File: src/hw/rtl/aicp_pkg.sv
`timescale 1ns / 1ps
// ----------------------------------------------------------------------------
// aicp_pkg
// Shared types and codes of the A64 instruction class profiler.
// ----------------------------------------------------------------------------
package aicp_pkg;

	// request kinds
	localparam logic REQ_CLASSIFY = 1'b0;
	localparam logic REQ_READ     = 1'b1;

	// fixed field widths
	localparam int INSN_W  = 32;
	localparam int IDX_W   = 6;
	localparam int TOP_W   = 3;
	localparam int SUB_W   = 5;
	localparam int FORM_W  = 5;
	localparam int VALUE_W = 48;

	// histogram sizes and counter index map
	localparam int N_TOP  = 6;
	localparam int N_SUB  = 27;
	localparam int N_LDST = 17;
	localparam logic [IDX_W-1:0] SUB_BASE  = IDX_W'(N_TOP);
	localparam logic [IDX_W-1:0] LDST_BASE = IDX_W'(N_TOP + N_SUB);
	localparam logic [IDX_W-1:0] IDX_END   = IDX_W'(N_TOP + N_SUB + N_LDST);

	// queue between front and back
	localparam int QDEPTH = 2;
	localparam int QPTR_W = $clog2(QDEPTH);
	localparam int QCNT_W = $clog2(QDEPTH + 1);

	// top group codes
	localparam logic [TOP_W-1:0] TOP_DP_IMM  = 3'd0;
	localparam logic [TOP_W-1:0] TOP_BRANCH  = 3'd1;
	localparam logic [TOP_W-1:0] TOP_LDST    = 3'd2;
	localparam logic [TOP_W-1:0] TOP_DP_REG  = 3'd3;
	localparam logic [TOP_W-1:0] TOP_SIMD_FP = 3'd4;
	localparam logic [TOP_W-1:0] TOP_UNALLOC = 3'd5;

	// subgroup codes
	localparam logic [SUB_W-1:0] SUB_PC_REL      = 5'd0;
	localparam logic [SUB_W-1:0] SUB_ADDSUB_IMM  = 5'd1;
	localparam logic [SUB_W-1:0] SUB_LOGIC_IMM   = 5'd2;
	localparam logic [SUB_W-1:0] SUB_MOVE_WIDE   = 5'd3;
	localparam logic [SUB_W-1:0] SUB_BITFIELD    = 5'd4;
	localparam logic [SUB_W-1:0] SUB_EXTRACT     = 5'd5;
	localparam logic [SUB_W-1:0] SUB_UNCOND_IMM  = 5'd6;
	localparam logic [SUB_W-1:0] SUB_CMP_BRANCH  = 5'd7;
	localparam logic [SUB_W-1:0] SUB_TST_BRANCH  = 5'd8;
	localparam logic [SUB_W-1:0] SUB_COND_BRANCH = 5'd9;
	localparam logic [SUB_W-1:0] SUB_SYS_HINT    = 5'd10;
	localparam logic [SUB_W-1:0] SUB_SYS_BARRIER = 5'd11;
	localparam logic [SUB_W-1:0] SUB_SYS_MSR_IMM = 5'd12;
	localparam logic [SUB_W-1:0] SUB_SYS_OTHER   = 5'd13;
	localparam logic [SUB_W-1:0] SUB_EXCEPTION   = 5'd14;
	localparam logic [SUB_W-1:0] SUB_UNCOND_REG  = 5'd15;
	localparam logic [SUB_W-1:0] SUB_LDST        = 5'd16;
	localparam logic [SUB_W-1:0] SUB_LOGIC_SREG  = 5'd17;
	localparam logic [SUB_W-1:0] SUB_ADDSUB_EXT  = 5'd18;
	localparam logic [SUB_W-1:0] SUB_ADDSUB_SREG = 5'd19;
	localparam logic [SUB_W-1:0] SUB_ADDSUB_CARRY = 5'd20;
	localparam logic [SUB_W-1:0] SUB_COND_CMP    = 5'd21;
	localparam logic [SUB_W-1:0] SUB_COND_SEL    = 5'd22;
	localparam logic [SUB_W-1:0] SUB_DP_1SRC     = 5'd23;
	localparam logic [SUB_W-1:0] SUB_DP_2SRC     = 5'd24;
	localparam logic [SUB_W-1:0] SUB_DP_3SRC     = 5'd25;
	localparam logic [SUB_W-1:0] SUB_NONE        = 5'd26;

	// load/store form codes
	localparam logic [FORM_W-1:0] FORM_EXCL        = 5'd0;
	localparam logic [FORM_W-1:0] FORM_LITERAL     = 5'd1;
	localparam logic [FORM_W-1:0] FORM_SIMD_MULT   = 5'd2;
	localparam logic [FORM_W-1:0] FORM_SIMD_SINGLE = 5'd3;
	localparam logic [FORM_W-1:0] FORM_UNSCALED    = 5'd4;
	localparam logic [FORM_W-1:0] FORM_UNPRIV      = 5'd5;
	localparam logic [FORM_W-1:0] FORM_POST        = 5'd6;
	localparam logic [FORM_W-1:0] FORM_PRE         = 5'd7;
	localparam logic [FORM_W-1:0] FORM_REG_OFF     = 5'd8;
	localparam logic [FORM_W-1:0] FORM_UIMM        = 5'd9;
	localparam logic [FORM_W-1:0] FORM_SIMD_REG    = 5'd10;
	localparam logic [FORM_W-1:0] FORM_PAIR_NA     = 5'd11;
	localparam logic [FORM_W-1:0] FORM_PAIR_POST   = 5'd12;
	localparam logic [FORM_W-1:0] FORM_PAIR_PRE    = 5'd13;
	localparam logic [FORM_W-1:0] FORM_PAIR_OFF    = 5'd14;
	localparam logic [FORM_W-1:0] FORM_PAIR_SIMD   = 5'd15;
	localparam logic [FORM_W-1:0] FORM_NONE        = 5'd16;

	// one classified request as it travels from front to back
	typedef struct packed {
		logic              req_type;
		logic [TOP_W-1:0]  top;
		logic [SUB_W-1:0]  sub;
		logic [FORM_W-1:0] form;
		logic [IDX_W-1:0]  idx;
	} aicp_entry_t;

endpackage

File: src/hw/rtl/aicp_front.sv
`timescale 1ns / 1ps
// ----------------------------------------------------------------------------
// aicp_front
// Accepts requests and walks the A64 decode tree for classify requests.
// ----------------------------------------------------------------------------
module aicp_front
	import aicp_pkg::*;
(
	input  logic              in_valid,
	output logic              in_ready,
	input  logic              req_type,
	input  logic [INSN_W-1:0] insn_word,
	input  logic [IDX_W-1:0]  counter_index,
	output logic              push,
	input  logic              q_full,
	output aicp_entry_t       push_entry
);

	// data processing, immediate
	function automatic logic [SUB_W-1:0] sub_dp_imm(input logic [INSN_W-1:0] w);
		logic [SUB_W-1:0] s;
		unique case (w[28:23])
			6'h20, 6'h21: s = SUB_PC_REL;
			6'h22, 6'h23: s = SUB_ADDSUB_IMM;
			6'h24:        s = SUB_LOGIC_IMM;
			6'h25:        s = SUB_MOVE_WIDE;
			6'h26:        s = SUB_BITFIELD;
			6'h27:        s = SUB_EXTRACT;
			default:      s = SUB_NONE;
		endcase
		return s;
	endfunction

	// system instructions
	function automatic logic [SUB_W-1:0] sub_sys(input logic [INSN_W-1:0] w);
		logic [SUB_W-1:0] s;
		s = SUB_NONE;
		priority if (w[20:19] != 2'd0) begin
			s = SUB_SYS_OTHER;
		end else if (w[21] || (w[4:0] != 5'd31)) begin
			s = SUB_NONE;
		end else begin
			unique case (w[15:12])
				4'd2:    s = SUB_SYS_HINT;
				4'd3:    s = SUB_SYS_BARRIER;
				4'd4:    s = SUB_SYS_MSR_IMM;
				default: s = SUB_NONE;
			endcase
		end
		return s;
	endfunction

	// branches, exceptions, system
	function automatic logic [SUB_W-1:0] sub_branch(input logic [INSN_W-1:0] w);
		logic [SUB_W-1:0] s;
		unique case (w[31:25])
			7'h0a, 7'h0b, 7'h4a, 7'h4b: s = SUB_UNCOND_IMM;
			7'h1a, 7'h5a:               s = SUB_CMP_BRANCH;
			7'h1b, 7'h5b:               s = SUB_TST_BRANCH;
			7'h2a:                      s = SUB_COND_BRANCH;
			7'h6a:                      s = w[24] ? sub_sys(w) : SUB_EXCEPTION;
			7'h6b:                      s = SUB_UNCOND_REG;
			default:                    s = SUB_NONE;
		endcase
		return s;
	endfunction

	// data processing, register
	function automatic logic [SUB_W-1:0] sub_dp_reg(input logic [INSN_W-1:0] w);
		logic [SUB_W-1:0] s;
		unique case (w[28:24])
			5'h0a: s = SUB_LOGIC_SREG;
			5'h0b: s = w[21] ? SUB_ADDSUB_EXT : SUB_ADDSUB_SREG;
			5'h1b: s = SUB_DP_3SRC;
			5'h1a: begin
				unique case (w[23:21])
					3'd0:    s = SUB_ADDSUB_CARRY;
					3'd2:    s = SUB_COND_CMP;
					3'd4:    s = SUB_COND_SEL;
					3'd6:    s = w[30] ? SUB_DP_1SRC : SUB_DP_2SRC;
					default: s = SUB_NONE;
				endcase
			end
			default: s = SUB_NONE;
		endcase
		return s;
	endfunction

	// load/store form
	function automatic logic [FORM_W-1:0] ldst_kind(input logic [INSN_W-1:0] w);
		logic [FORM_W-1:0] f;
		unique case (w[29:24])
			6'h08:        f = FORM_EXCL;
			6'h18, 6'h1c: f = FORM_LITERAL;
			6'h0c:        f = FORM_SIMD_MULT;
			6'h0d:        f = FORM_SIMD_SINGLE;
			6'h28, 6'h29, 6'h2c, 6'h2d: begin
				if (w[26]) begin
					f = FORM_PAIR_SIMD;
				end else begin
					unique case (w[24:23])
						2'd0: f = FORM_PAIR_NA;
						2'd1: f = FORM_PAIR_POST;
						2'd2: f = FORM_PAIR_OFF;
						2'd3: f = FORM_PAIR_PRE;
					endcase
				end
			end
			6'h38, 6'h39, 6'h3c, 6'h3d: begin
				unique case (w[25:24])
					2'd0: begin
						priority if (w[21] && (w[11:10] == 2'd2)) begin
							f = FORM_REG_OFF;
						end else if (w[26]) begin
							f = FORM_SIMD_REG;
						end else begin
							unique case (w[11:10])
								2'd0: f = FORM_UNSCALED;
								2'd1: f = FORM_POST;
								2'd2: f = FORM_UNPRIV;
								2'd3: f = FORM_PRE;
							endcase
						end
					end
					2'd1:    f = FORM_UIMM;
					default: f = FORM_NONE;
				endcase
			end
			default: f = FORM_NONE;
		endcase
		return f;
	endfunction

	// handshake into the queue
	assign in_ready = !q_full;
	assign push     = in_valid && !q_full;

	// top-level decode
	always_comb begin
		push_entry.req_type = req_type;
		push_entry.idx      = counter_index;
		push_entry.top      = TOP_UNALLOC;
		push_entry.sub      = SUB_NONE;
		push_entry.form     = FORM_NONE;
		unique case (insn_word[28:25])
			4'h8, 4'h9: begin
				push_entry.top = TOP_DP_IMM;
				push_entry.sub = sub_dp_imm(insn_word);
			end
			4'ha, 4'hb: begin
				push_entry.top = TOP_BRANCH;
				push_entry.sub = sub_branch(insn_word);
			end
			4'h4, 4'h6, 4'hc, 4'he: begin
				push_entry.top  = TOP_LDST;
				push_entry.sub  = SUB_LDST;
				push_entry.form = ldst_kind(insn_word);
			end
			4'h5, 4'hd: begin
				push_entry.top = TOP_DP_REG;
				push_entry.sub = sub_dp_reg(insn_word);
			end
			4'h7, 4'hf: begin
				push_entry.top = TOP_SIMD_FP;
			end
			default: begin
				push_entry.top = TOP_UNALLOC;
			end
		endcase
	end

endmodule

File: config.mk
export PLATFORM = sky130hd
export DESIGN_NAME = aicp_front
export DESIGN_NICKNAME = d
export VERILOG_FILES = /design/src/hw/rtl/aicp_pkg.sv /design/src/hw/rtl/aicp_front.sv
export SDC_FILE = /design/constraint.sdc
export NUM_CORES = 1
export LEC_CHECK = 0
export BUFFER_PORTS_ARGS = -buffer_cell sky130_fd_sc_hd__buf_4
export CORE_MARGIN = 8
export CORE_UTILIZATION = 36
export DETAILED_ROUTE_END_ITERATION = 8
export GPL_TIMING_DRIVEN = 0
export MAX_ROUTING_LAYER = met4
export PLACE_DENSITY = 0.82
export SYNTH_ARGS = -nofsm -noshare
export SYNTH_HDL_FRONTEND = slang
export SYNTH_SLANG_ARGS = --single-unit
File: constraint.sdc
create_clock -name vclk -period 1
set_input_delay 0 -clock vclk [all_inputs]
set_output_delay 0 -clock vclk [all_outputs]
set_load 0.005 [all_outputs]
==> results.sh <==
export IMPL_status="finished, violations left"
export IMPL_failing_checks="setup timing"
export IMPL_synth_largest_area_cell="ha_1"
export IMPL_final_layout_size_suffix_gt1_share_pct=56.1
export IMPL_avgViaCountPerCell=5.38
export IMPL_grt_max_degree=11
export IMPL_postSynthCellCount=107
export IMPL_numSequentialCells=0
export IMPL_drt_pass1_iter_count=4
export IMPL_cp_start_kind="input pin"
export IMPL_critPathCaptureType="primary output"
export IMPL_final_critical_path_setup_slack_ns=-0.210
export IMPL_drv_max_cap_violation_count=0
export IMPL_remaining_drc_errors=0
export IMPL_start_util_pct=36.6
export IMPL_synth_yosys_warnings=0
export IMPL_crit_arrival_ns=1.21
export IMPL_clock_fmax_ghz=0.827
export IMPL_rsz_0062_raised_after_global_routing="yes"
export IMPL_die_width_um=60
export IMPL_synthToLayoutAreaGrowth_pct=87.8
export IMPL_route_vias_total=1027
export IMPL_synth_lib_cells_used_distinct=38
export IMPL_seq_area_frac_synth_pct=0
export IMPL_worstMarginPinSlew_ns=0.297
export IMPL_clkbuf_count=0
export IMPL_total_of_buffers_placed_on_input_and_output_ports=47
export IMPL_cellPowerDensity_nw_per_um2=407
export IMPL_wirelength_mm=2.83
export IMPL_dpl_worst_slack_ns=-0.472
export IMPL_sequential_cell_area_um2=0
export IMPL_min_delay_start="req_type"
export IMPL_timing_final_setup_violations=9
export IMPL_dp_hpwl_mm=2.10
export IMPL_via_count_of_the_first_global_routing_pass=965
export IMPL_synth_area_um2=697
export IMPL_rows=16
export IMPL_antenna_violations_before_repair=0
export IMPL_worst_slew_margin_rel_pct=80.2
export IMPL_wire_length_of_the_first_global_routing_pass_mm=4.15
export IMPL_synth_fp_nets=153
export IMPL_ys_top_cells_by_area="ha_1 9.0%, buf_4 8.6%, nor2b_1 7.2%"
export IMPL_floorplan_die_area_um2=3600
export IMPL_placedCellCount=181
export IMPL_drtAntennaViolNets=0
export IMPL_period_share_pct=121
export IMPL_floorplan_io_pins=63
export IMPL_detailedRoute_firstIterationViolations=23
export IMPL_postSynthAreaPerCell_um2=6.51
export IMPL_finish_cell_count_without_fillers=191
export IMPL_grt_ovfl_total=0
export IMPL_worstSetupPathType="input pin to primary output"
export IMPL_min_delay_path_class="input pin to primary output"
export IMPL_ctsHoldBuffers=0
export IMPL_yosysTopAreaCellShare_pct=8.98
export IMPL_grt_total_usage_pct=14.3
export IMPL_fp_coreArea_um2=1900
export IMPL_power_leakage_nw=0.576
export IMPL_crit_path_max_fanout=6
export IMPL_hold_violations=0
export IMPL_finalCriticalPeriod_ns=1.21
export IMPL_final_util_pct=68.8
export IMPL_slew_violations=0
export IMPL_ir_worst_vdd_v=0.000198
export IMPL_routabilityCongestion=0.878
export IMPL_die_height_um=60
export IMPL_detail_route_wl_per_cell_um=14.8
export IMPL_required_ns=1.00
export IMPL_crit_path_start="insn_word[24]"
export IMPL_diodes=0
export IMPL_finalNetCount=212
cell families (layout without fill, tap and decap cells):
| kind of cell | after synthesis | count (layout) | share of synthesized area (%) |
|---|---|---|---|
| simple gates | 49 | 49 | 39.9 |
| compound gates | 36 | 36 | 34.6 |
| buf+inv | 16 | 73 | 15.3 |
| fa+ha+maj | 5 | 5 | 8.98 |
| xor+xnor | 1 | 1 | 1.26 |
layout by cell type, fill, tap and decap left out, drive strengths merged:
cell type  instances
buf               68
nor2              13
nor2b              8
nand2              8
o21ai              8
a21oi              7
nand3              5
ha                 5
o22ai              4
inv                4
a31oi              3
nor3               3
o211ai             3
nand2b             2
nand3b             2
a32oi              2
nand4              2
o31ai              2
a211oi             2
or3                1
xnor2              1
a22oi              1
a2111oi            1
or2                1
nor4b              1
and4b              1
clkinvlp           1
and3b              1
a2111o             1
a21o               1
nor3b              1
a21boi             1
synthesized netlist by cell type, types with 2 or more instances:
library cell	instances
a21oi_1	7
a31oi_1	3
a32oi_1	2
buf_4	8
buf_6	2
ha_1	5
inv_1	5
nand2_1	8
nand2b_1	2
nand3_1	4
nand3b_1	2
nand4_1	2
nor2_1	13
nor2b_1	8
nor3_1	2
o211ai_1	2
o21ai_0	7
o22ai_1	4
o31ai_1	2
final timing paths:
check                             to  depth (start not counted)
worst min-delay path  push_entry[19]                          2
worst max-delay path  push_entry[11]                          9
area by class of cell:
| type | count | area [µm²] |
|---|---|---|
| buffer | 11 | 91.3 |
| fill | 169 | 593 |
| inverter | 5 | 25.0 |
| multi-input combinational | 91 | 711 |
| tap | 27 | 33.8 |
| timing repair buffer | 57 | 448 |
where the power goes:
group          internal [mW]  switching [mW]
Combinational          0.291           0.242
Sequential                 0               0
Clock                      0               0
Total                  0.291           0.242
routing by layer:
metal	GRT usage, %	wire [µm]
met2	27.5	1460
met1	15.7	1100
met5	-	0
met4	0	12
met3	2.37	252
through the flow:
stage	cell area, µm²	setup TNS, ns	hold WS (ns)	power [mW]
4_1_cts	1230	-1.13	0.168	0.490
5_1_grt	1310	-1.94	0.173	0.575
3_5_place_dp	1090	-2.23	0.168	0.423
6_report	1310	-1.28	0.166	0.532
2_1_floorplan	703	0	0.0265	0.206
3_3_place_gp	1090	-2.08	0.168	0.416
worst max-delay path, cell delays in order:
cell        delay [ns]
buf_12            0.09
clkinvlp_4        0.12
ha_4              0.19
nor2_4            0.16
buf_6             0.12
a2111oi_4         0.06
a32oi_1           0.19
o211ai_1          0.12
buf_4             0.15
repair_timing:
item / in CTS / in global routing
setup buffers: 6 / 4
endpoints found under the setup margin: 9 / 8
resized for setup: 23 / 11
pin swaps: 10 / 11
No activity file was read; power rests on OpenSTA's default activity.
