==> src/hw/rtl/aicp_pkg.sv <==
`timescale 1ns / 1ps
// ----------------------------------------------------------------------------
// aicp_pkg
// Shared types and codes of the A64 instruction class profiler.
// ----------------------------------------------------------------------------
package aicp_pkg;

	// request kinds
	localparam logic REQ_CLASSIFY = 1'b0;
	localparam logic REQ_READ     = 1'b1;

	// fixed field widths
	localparam int INSN_W  = 32;
	localparam int IDX_W   = 6;
	localparam int TOP_W   = 3;
	localparam int SUB_W   = 5;
	localparam int FORM_W  = 5;
	localparam int VALUE_W = 48;

	// histogram sizes and counter index map
	localparam int N_TOP  = 6;
	localparam int N_SUB  = 27;
	localparam int N_LDST = 17;
	localparam logic [IDX_W-1:0] SUB_BASE  = IDX_W'(N_TOP);
	localparam logic [IDX_W-1:0] LDST_BASE = IDX_W'(N_TOP + N_SUB);
	localparam logic [IDX_W-1:0] IDX_END   = IDX_W'(N_TOP + N_SUB + N_LDST);

	// queue between front and back
	localparam int QDEPTH = 2;
	localparam int QPTR_W = $clog2(QDEPTH);
	localparam int QCNT_W = $clog2(QDEPTH + 1);

	// top group codes
	localparam logic [TOP_W-1:0] TOP_DP_IMM  = 3'd0;
	localparam logic [TOP_W-1:0] TOP_BRANCH  = 3'd1;
	localparam logic [TOP_W-1:0] TOP_LDST    = 3'd2;
	localparam logic [TOP_W-1:0] TOP_DP_REG  = 3'd3;
	localparam logic [TOP_W-1:0] TOP_SIMD_FP = 3'd4;
	localparam logic [TOP_W-1:0] TOP_UNALLOC = 3'd5;

	// subgroup codes
	localparam logic [SUB_W-1:0] SUB_PC_REL      = 5'd0;
	localparam logic [SUB_W-1:0] SUB_ADDSUB_IMM  = 5'd1;
	localparam logic [SUB_W-1:0] SUB_LOGIC_IMM   = 5'd2;
	localparam logic [SUB_W-1:0] SUB_MOVE_WIDE   = 5'd3;
	localparam logic [SUB_W-1:0] SUB_BITFIELD    = 5'd4;
	localparam logic [SUB_W-1:0] SUB_EXTRACT     = 5'd5;
	localparam logic [SUB_W-1:0] SUB_UNCOND_IMM  = 5'd6;
	localparam logic [SUB_W-1:0] SUB_CMP_BRANCH  = 5'd7;
	localparam logic [SUB_W-1:0] SUB_TST_BRANCH  = 5'd8;
	localparam logic [SUB_W-1:0] SUB_COND_BRANCH = 5'd9;
	localparam logic [SUB_W-1:0] SUB_SYS_HINT    = 5'd10;
	localparam logic [SUB_W-1:0] SUB_SYS_BARRIER = 5'd11;
	localparam logic [SUB_W-1:0] SUB_SYS_MSR_IMM = 5'd12;
	localparam logic [SUB_W-1:0] SUB_SYS_OTHER   = 5'd13;
	localparam logic [SUB_W-1:0] SUB_EXCEPTION   = 5'd14;
	localparam logic [SUB_W-1:0] SUB_UNCOND_REG  = 5'd15;
	localparam logic [SUB_W-1:0] SUB_LDST        = 5'd16;
	localparam logic [SUB_W-1:0] SUB_LOGIC_SREG  = 5'd17;
	localparam logic [SUB_W-1:0] SUB_ADDSUB_EXT  = 5'd18;
	localparam logic [SUB_W-1:0] SUB_ADDSUB_SREG = 5'd19;
	localparam logic [SUB_W-1:0] SUB_ADDSUB_CARRY = 5'd20;
	localparam logic [SUB_W-1:0] SUB_COND_CMP    = 5'd21;
	localparam logic [SUB_W-1:0] SUB_COND_SEL    = 5'd22;
	localparam logic [SUB_W-1:0] SUB_DP_1SRC     = 5'd23;
	localparam logic [SUB_W-1:0] SUB_DP_2SRC     = 5'd24;
	localparam logic [SUB_W-1:0] SUB_DP_3SRC     = 5'd25;
	localparam logic [SUB_W-1:0] SUB_NONE        = 5'd26;

	// load/store form codes
	localparam logic [FORM_W-1:0] FORM_EXCL        = 5'd0;
	localparam logic [FORM_W-1:0] FORM_LITERAL     = 5'd1;
	localparam logic [FORM_W-1:0] FORM_SIMD_MULT   = 5'd2;
	localparam logic [FORM_W-1:0] FORM_SIMD_SINGLE = 5'd3;
	localparam logic [FORM_W-1:0] FORM_UNSCALED    = 5'd4;
	localparam logic [FORM_W-1:0] FORM_UNPRIV      = 5'd5;
	localparam logic [FORM_W-1:0] FORM_POST        = 5'd6;
	localparam logic [FORM_W-1:0] FORM_PRE         = 5'd7;
	localparam logic [FORM_W-1:0] FORM_REG_OFF     = 5'd8;
	localparam logic [FORM_W-1:0] FORM_UIMM        = 5'd9;
	localparam logic [FORM_W-1:0] FORM_SIMD_REG    = 5'd10;
	localparam logic [FORM_W-1:0] FORM_PAIR_NA     = 5'd11;
	localparam logic [FORM_W-1:0] FORM_PAIR_POST   = 5'd12;
	localparam logic [FORM_W-1:0] FORM_PAIR_PRE    = 5'd13;
	localparam logic [FORM_W-1:0] FORM_PAIR_OFF    = 5'd14;
	localparam logic [FORM_W-1:0] FORM_PAIR_SIMD   = 5'd15;
	localparam logic [FORM_W-1:0] FORM_NONE        = 5'd16;

	// one classified request as it travels from front to back
	typedef struct packed {
		logic              req_type;
		logic [TOP_W-1:0]  top;
		logic [SUB_W-1:0]  sub;
		logic [FORM_W-1:0] form;
		logic [IDX_W-1:0]  idx;
	} aicp_entry_t;

endpackage

==> src/hw/rtl/aicp_queue.sv <==
`timescale 1ns / 1ps
// ----------------------------------------------------------------------------
// aicp_queue
// Short register queue that decouples the decode front from the counter back.
// ----------------------------------------------------------------------------
module aicp_queue
	import aicp_pkg::*;
(
	input  logic        clk,
	input  logic        arst_n,
	input  logic        push,
	input  aicp_entry_t push_entry,
	output logic        full,
	input  logic        pop,
	output logic        q_valid,
	output aicp_entry_t pop_entry
);

	aicp_entry_t         mem_q [QDEPTH];
	logic [QPTR_W-1:0]   wr_ptr_q;
	logic [QPTR_W-1:0]   rd_ptr_q;
	logic [QCNT_W-1:0]   count_q;

	assign full      = (count_q == QCNT_W'(QDEPTH));
	assign q_valid   = (count_q != '0);
	assign pop_entry = mem_q[rd_ptr_q];

	// entry storage
	always_ff @(posedge clk) begin
		if (push) begin
			mem_q[wr_ptr_q] <= push_entry;
		end
	end

	// pointers and fill level
	always_ff @(posedge clk or negedge arst_n) begin
		if (!arst_n) begin
			wr_ptr_q <= '0;
			rd_ptr_q <= '0;
			count_q  <= '0;
		end else begin
			if (push) begin
				wr_ptr_q <= (wr_ptr_q == QPTR_W'(QDEPTH - 1)) ? '0 : wr_ptr_q + 1'b1;
			end
			if (pop) begin
				rd_ptr_q <= (rd_ptr_q == QPTR_W'(QDEPTH - 1)) ? '0 : rd_ptr_q + 1'b1;
			end
			unique case ({push, pop})
				2'b10:   count_q <= count_q + 1'b1;
				2'b01:   count_q <= count_q - 1'b1;
				default: count_q <= count_q;
			endcase
		end
	end

endmodule

==> config.mk <==
export PLATFORM = sky130hd
export DESIGN_NAME = aicp_queue
export DESIGN_NICKNAME = d
export VERILOG_FILES = /design/src/hw/rtl/aicp_pkg.sv /design/src/hw/rtl/aicp_queue.sv
export SDC_FILE = /design/constraint.sdc
export NUM_CORES = 1
export LEC_CHECK = 0
export BUFFER_PORTS_ARGS = -buffer_cell sky130_fd_sc_hd__clkbuf_2
export CAP_MARGIN = 10
export CORE_ASPECT_RATIO = 0.7
export CORE_UTILIZATION = 50
export CTS_CLUSTER_DIAMETER = 100
export DETAILED_ROUTE_END_ITERATION = 6
export PLACE_DENSITY = 0.83
export REMOVE_ABC_BUFFERS = 1
export SLEW_MARGIN = 20
export SYNTH_ARGS = -nofsm -noshare
export SYNTH_HDL_FRONTEND = slang
export SYNTH_SLANG_ARGS = --single-unit
==> constraint.sdc <==
create_clock -name clk -period 3.3 [get_ports clk]
set_input_delay 0.495 -clock clk [delete_from_list [all_inputs] [get_ports clk]]
set_output_delay 0.495 -clock clk [all_outputs]
set_load 0.05 [all_outputs]
==> results of run 1 <==
power by group:
part | internal [mW] | switching, mW | leakage (nW)
Sequential | 0.747 | 0.0893 | 0.422
Combinational | 0.228 | 0.555 | 0.315
Clock | 0.150 | 0.163 | 0.0395
through the flow:
stage	area, sq um	hold slack (ns)
after global placement	1890	0.304
after floorplan	1620	0.199
final	1980	0.393
after detailed placement	1890	0.309
after global routing	1980	0.377
after CTS	1980	0.388
flip-flops by register name, indices dropped and copies added (netlist names):
| signal | flops |
|---|---|
| mem_q | 40 |
| count_q | 2 |
| rd_ptr_q | 1 |
| wr_ptr_q | 1 |
cells by family after synthesis:
kind of cell	synth area share [%]
multiplexers	13.8
adder cells (fa/ha/maj)	0.764
flip-flops	79.5
AND/OR/NAND/NOR	1.76
buffers and inverters	1.60
XOR/XNOR	2.67
critical path, delay by kind of cell (launching register included):
kind,cells,cell delay [ns]
mux,1,0.42
buf+inv,1,0.24
flops,1,0.90
area by class of cell:
type / instances / area [sq um]
clock buffer: 8 / 80.1
fill: 210 / 960
inverter: 1 / 3.75
multi-input combinational: 31 / 318
sequential: 44 / 1300
tap: 36 / 45.0
timing repair buffer: 46 / 235
layer usage:
layer | wire length [um] | global-route usage [%]
met4 | 22 | 4.67
met1 | 1100 | 18.0
met2 | 1130 | 25.7
met5 | 0 | 0
met3 | 222 | 8.79
cell usage in the layout, fill, tap and decap left out:
master         netlist  final
and2_1               1      1
and2b_2              1      1
clkbuf_1             0      3
clkbuf_2             0     45
clkbuf_8             0      5
dfrtp_1              4      4
dlygate4sd3_1        0      1
edfxtp_1            40     40
ha_1                 1      1
inv_1                1      1
mux2_2              20     20
nor2_1               2      1
nor2_4               0      1
or2_2                1      1
xnor2_1              2      2
xor2_1               3      3
worst min path at each step:
| stage | from | end | slack (ns) |
|---|---|---|---|
| after floorplan | arst_n | count_q[0] | 0.20 |
| after CTS | push_entry[16] | mem_q[0][16] | 0.39 |
| after global placement | arst_n | count_q[0] | 0.30 |
| after detailed placement | arst_n | count_q[0] | 0.31 |
| final | push_entry[11] | mem_q[1][11] | 0.39 |
| after global routing | push_entry[16] | mem_q[1][16] | 0.38 |
synth_stat cells (all sizes together):
master / n
xnor2: 2
buf: 2
and2: 1
or2: 1
dfrtp: 4
mux2: 20
inv: 1
nor2: 2
ha: 1
and2b: 1
edfxtp: 40
xor2: 3
what timing repair did:
item                                    4_1_cts  5_1_grt
endpoints found under the setup margin        0        0
hold buffers                                  1        0
endpoints found under the hold margin         1        0
==> impl_metrics.yaml, run 1 <==
run_status:
  status: "complete, no violations"
final_layout:
  fin_util_pct: 67.4
  drive_above_1_share_pct: 56.2
  final_cells: 166
  num_antenna_cells: 0
  area_growth_pct: 21.1
  nNetsFinal: 154
grt:
  grt_pass1_vias: 875
  grt_first_pass_wirelength_um: 3920
  antenna_found_initial: 0
  grt_max_degree: 22
  grt-ovfl-total: 0
  grt.total_usage_pct: 15.8
logic_synthesis:
  synth_top_area_share_pct: 73.3
  ys_seq_area_share_pct: 79.4
  syn-instance-count: 78
  ys.warnings.count: 0
  synth_top_cell_by_area: "edfxtp_1"
  synthesis.area_sq_um: 1640
  synth_area_leaders: "edfxtp_1, mux2_2, dfrtp_1"
  ys_ff_latch: 44
  avgSynthCellArea_sq_um: 21.0
  yosysUniqueCellTypes: 12
floorplan:
  fp.dieW_um: 70.4
  dieArea_sq_um: 3510
  rows: 16
  ios: 46
  initial_core_util_pct: 55.7
  die_y_um: 49.9
  core-area_sq_um: 2940
critical_path:
  path_cells: "mux2_2 > clkbuf_2"
  crit_path_end_kind: "primary output"
  arrival_ns: 1.85
  r2r_cells: 1
  worst_path_largest_cell_delay_ns: 0.90
  cp.required_ns: 2.80
  endpoint: "pop_entry[13]"
  rr_endpoint: "mem_q[1][12]"
  r2r-start: "wr_ptr_q"
  critPathLaunch: "rd_ptr_q"
  cp_slowest_cell: "dfrtp_1"
  worstSetupStartpointType: "register"
  worstPathMaxFanout: 21
  crit_type: "reg -> out"
  ff2ff_setup_slack_ns: 1.74
placement:
  dpl.cell_count: 157
  port_buffers: 45
  gp_congestion: 0.627
  pre_cts_slack_ns: 1.24
  dp_hpwl_um: 1650
detailed_routing:
  avgRoutedWirePerCell_um: 14.9
  first_pass_iters: 3
  drtIter0Drc: 58
  ant_nets: 0
  post_drt_via_cell_ratio: 5.01
  dr_total_vias: 832
  drc: 0
  wirelength_um: 2480
clocking:
  insertion_delay_ns: 0.29
  cts_resized: 0
  post-cts-setup-buffer-count: 0
  clk_pin_slew_ns: 0.08
  cts_tree: "built"
  ctsLongestPathBuffers: 2
  htree_levels: 2
  cts_made_buffers: 5
  cts_sinks: 44
  clockRootBuffer: "clkbuf_8"
power_and_ir_drop:
  power.density_nw_per_um2: 974
  ir_drop_mv: 0.582
  p_leak_nw: 0.776
  total_power_mw: 1.93
sta:
  rsz0062_at_grt: "no"
  fin_crit_sh_pct: 70.9
  max_freq_ghz: 0.427
  setup_slack_ns: 0.959
  hold_viol: 0
  setup-violations-final: 0
  fin_setup_tns_ns: 0
  slew-limit-headroom_pct: 38.0
  fin_crit_ns: 2.34
  drv_slew: 0
  finalClockSkew_ns: 0.00755
  worst_slew_pin_slew_ns: 0.929
hold_path:
  min_path_cells: 1
  hold_class: "in -> reg"
job:
  maxCapViolCount: 0
No activity file was read; power rests on OpenSTA's default activity.
==> run 2: changes to the inputs <==
ABC_AREA = 1   (was not set)
CORE_UTILIZATION = 46   (was 50)
PLACE_DENSITY = 0.8   (was 0.83)
clock period = 2 ns   (was 3.3 ns; I/O delays follow)
==> run 2 against run 1 <==
Largest power group is now combinational cells. Via count grew 27%. Highest routed layer unchanged. Die area is 11% higher. Setup slack worse by 0.73 ns. Final cell count grew 37%. Clock skew up 0.0050 ns. Register-to-register slack got worse by 0.98 ns. Total power grew 75%. Sequential cell count did not move. Synthesized area up 2.5%. Global-route usage grew 0.20 points. Clock power rose by 67%. Cell area increased by 4.4%.
==> impl_metrics.yaml, run 2 <==
floorplan:
  ios: 46
  dieArea_sq_um: 3900
  core-area_sq_um: 3320
  fp.dieW_um: 74.2
  initial_core_util_pct: 50.6
  rows: 17
  die_y_um: 52.6
final_layout:
  regArea_sq_um: 1300
  final_cells: 228
  mostFrequentLayoutCells: "clkbuf_2, edfxtp_1, inv_1, nand2_1, o21ai_0"
  largest_reg_flops: 40
  fillers: 256
  drive_above_1_share_pct: 30.9
  num_antenna_cells: 0
  layout_commonest_cell: "clkbuf_2"
  multiInputGateArea_sq_um: 258
  top_regs: "mem_q x40, count_q x2"
  area_growth_pct: 23.3
  nNetsFinal: 205
  regMostFlops: "mem_q"
hold_path:
  worstHoldStart: "push_entry[16]"
  hold_class: "in -> reg"
sta:
  hold_viol: 0
  slew-limit-headroom_pct: 76.1
  rsz0062_at_grt: "no"
  fin_crit_ns: 1.77
  drv_slew: 0
  setup-violations-final: 0
  fin_crit_sh_pct: 88.6
  fin_hold_ws_ns: 0.196
  finalClockSkew_ns: 0.0125
  worst_slew_pin_slew_ns: 0.359
  max_freq_ghz: 0.564
detailed_routing:
  drtIter0Drc: 32
  ant_nets: 0
  post_drt_via_cell_ratio: 4.65
  first_pass_iters: 4
  avgRoutedWirePerCell_um: 12.1
  wirelength_um: 2760
  dr_total_vias: 1060
  drc: 0
grt:
  grt.total_usage_pct: 16.0
  grt-ovfl-total: 0
  grt_pass1_vias: 1058
  antenna_found_initial: 0
  grt_first_pass_wirelength_um: 4340
  grt_max_degree: 42
placement:
  dpl.cell_count: 219
  port_buffers: 45
  gp_congestion: 0.751
  dp_hpwl_um: 1990
critical_path:
  critPathLaunch: "rd_ptr_q"
  worstSetupStartpointType: "register"
  cp.required_ns: 1.70
  r2r-start: "wr_ptr_q"
  arrival_ns: 1.47
  worstPathMaxFanout: 41
  crit_type: "reg -> out"
  crit_path_end_kind: "primary output"
logic_synthesis:
  ys_ff_latch: 44
  avgSynthCellArea_sq_um: 13.1
  synth_edf_count: 40
  synth.cells.most_frequent: "edfxtp_1, inv_1, nand2_1"
  synth-main-ff-cell: "edfxtp_1"
  synth_top_cell_by_area: "edfxtp_1"
  ys_seq_area_share_pct: 77.5
  synth_area_leaders: "edfxtp_1, dfrtp_1, o21ai_0"
  syn-instance-count: 128
  ys.warnings.count: 0
  synth_most_common_cell: "edfxtp_1"
  synth_top_area_share_pct: 71.5
  synthesis.area_sq_um: 1680
  yosysUniqueCellTypes: 13
  async_flop_share_pct: 9.09
clocking:
  clockRootBuffer: "clkbuf_8"
  cts_tree: "built"
  ctsLongestPathBuffers: 2
  htree_levels: 2
  clk_pin_slew_ns: 0.08
  insertion_delay_ns: 0.29
  cts_resized: 0
  cts_sinks: 44
  cts_made_buffers: 5
power_and_ir_drop:
  ir_drop_mv: 0.763
  p_leak_nw: 0.925
  power.density_nw_per_um2: 1630
job:
  maxCapViolCount: 0
run_status:
  status: "complete, no violations"
run 2: cell count changes after synthesis, moves of 2 or more:
cell	change
nand2_1	+26
buf_2	+2
o21ai_0	+20
inv_1	+25
buf_6	-2
mux2_2	-20
buf_4	+2
run 2: cell type report:
| type | instances | share of cell area, % |
|---|---|---|
| Sequential cell | 44 | 62.8 |
| Timing Repair Buffer | 49 | 13.1 |
| Multi-Input combinational cell | 54 | 12.4 |
| Inverter | 26 | 4.71 |
| Clock buffer | 6 | 3.50 |
| Tap cell | 47 | 2.84 |
| Clock inverter | 2 | 0.604 |
run 2: what timing repair did:
item	in CTS	in global routing
hold buffers	1	0
setup buffers	0	0
endpoints found under the hold margin	4	0
run 2: worst paths after layout:
path / to / slack [ns] / cells past startpoint
worst max-delay path: pop_entry[19] / 0.23 / 3
worst min-delay path: mem_q[1][16] / 0.20 / 1
worst max register to register: mem_q[1][12] / 0.76 / 3
max in group asynchronous: rd_ptr_q / 1.53 / 2
min in group asynchronous: count_q[1] / 0.34 / 2
worst min register to register: count_q[1] / 0.50 / 2
run 2: worst max-delay path, stage by stage (launching register included):
cell and delay [ns]:
dfrtp_1 0.36, buf_4 0.24, o21ai_0 0.26, clkbuf_2 0.32
run 2: cell families (layout without fill, tap and decap cells):
family | Yosys count | in the layout | share of synthesized area, %
adders and majority gates | 1 | 1 | 0.745
and+or+nand+nor | 30 | 30 | 6.93
AOI/OAI and AO/OA | 20 | 20 | 5.96
DFF | 44 | 44 | 77.5
buffers and inverters | 30 | 83 | 7.30
xor gates and xnor gates | 3 | 3 | 1.57
run 2: metal layers:
layer	part of all wire (%)	vias up	global-route usage (%)
met3	5.7	6	4.81
met4	1.4	0	8.18
met2	48	31	28.2
met1	44	500	17.7
met5	0	-	0
li1	-	523	-
run 2: metrics by stage:
step           utilization [%]  power (mW)  worst slack (ns)  setup TNS (ns)  cell area, sq um
6_report                  62.4        3.37             0.228               0              2070
2_1_floorplan                -        2.47            -0.182           -3.64              1650
4_1_cts                   62.4        3.40             0.232               0              2070
3_3_place_gp              59.5        2.83             0.592               0              1980
5_1_grt                   62.4        3.55             0.136               0              2070
3_5_place_dp              59.5        2.88             0.557               0              1980
run 2: power breakdown:
group          switching [mW]  internal [mW]  leakage, nW
Sequential             0.0665           1.23        0.422
Clock                   0.278          0.244       0.0412
Combinational            1.24          0.314        0.461
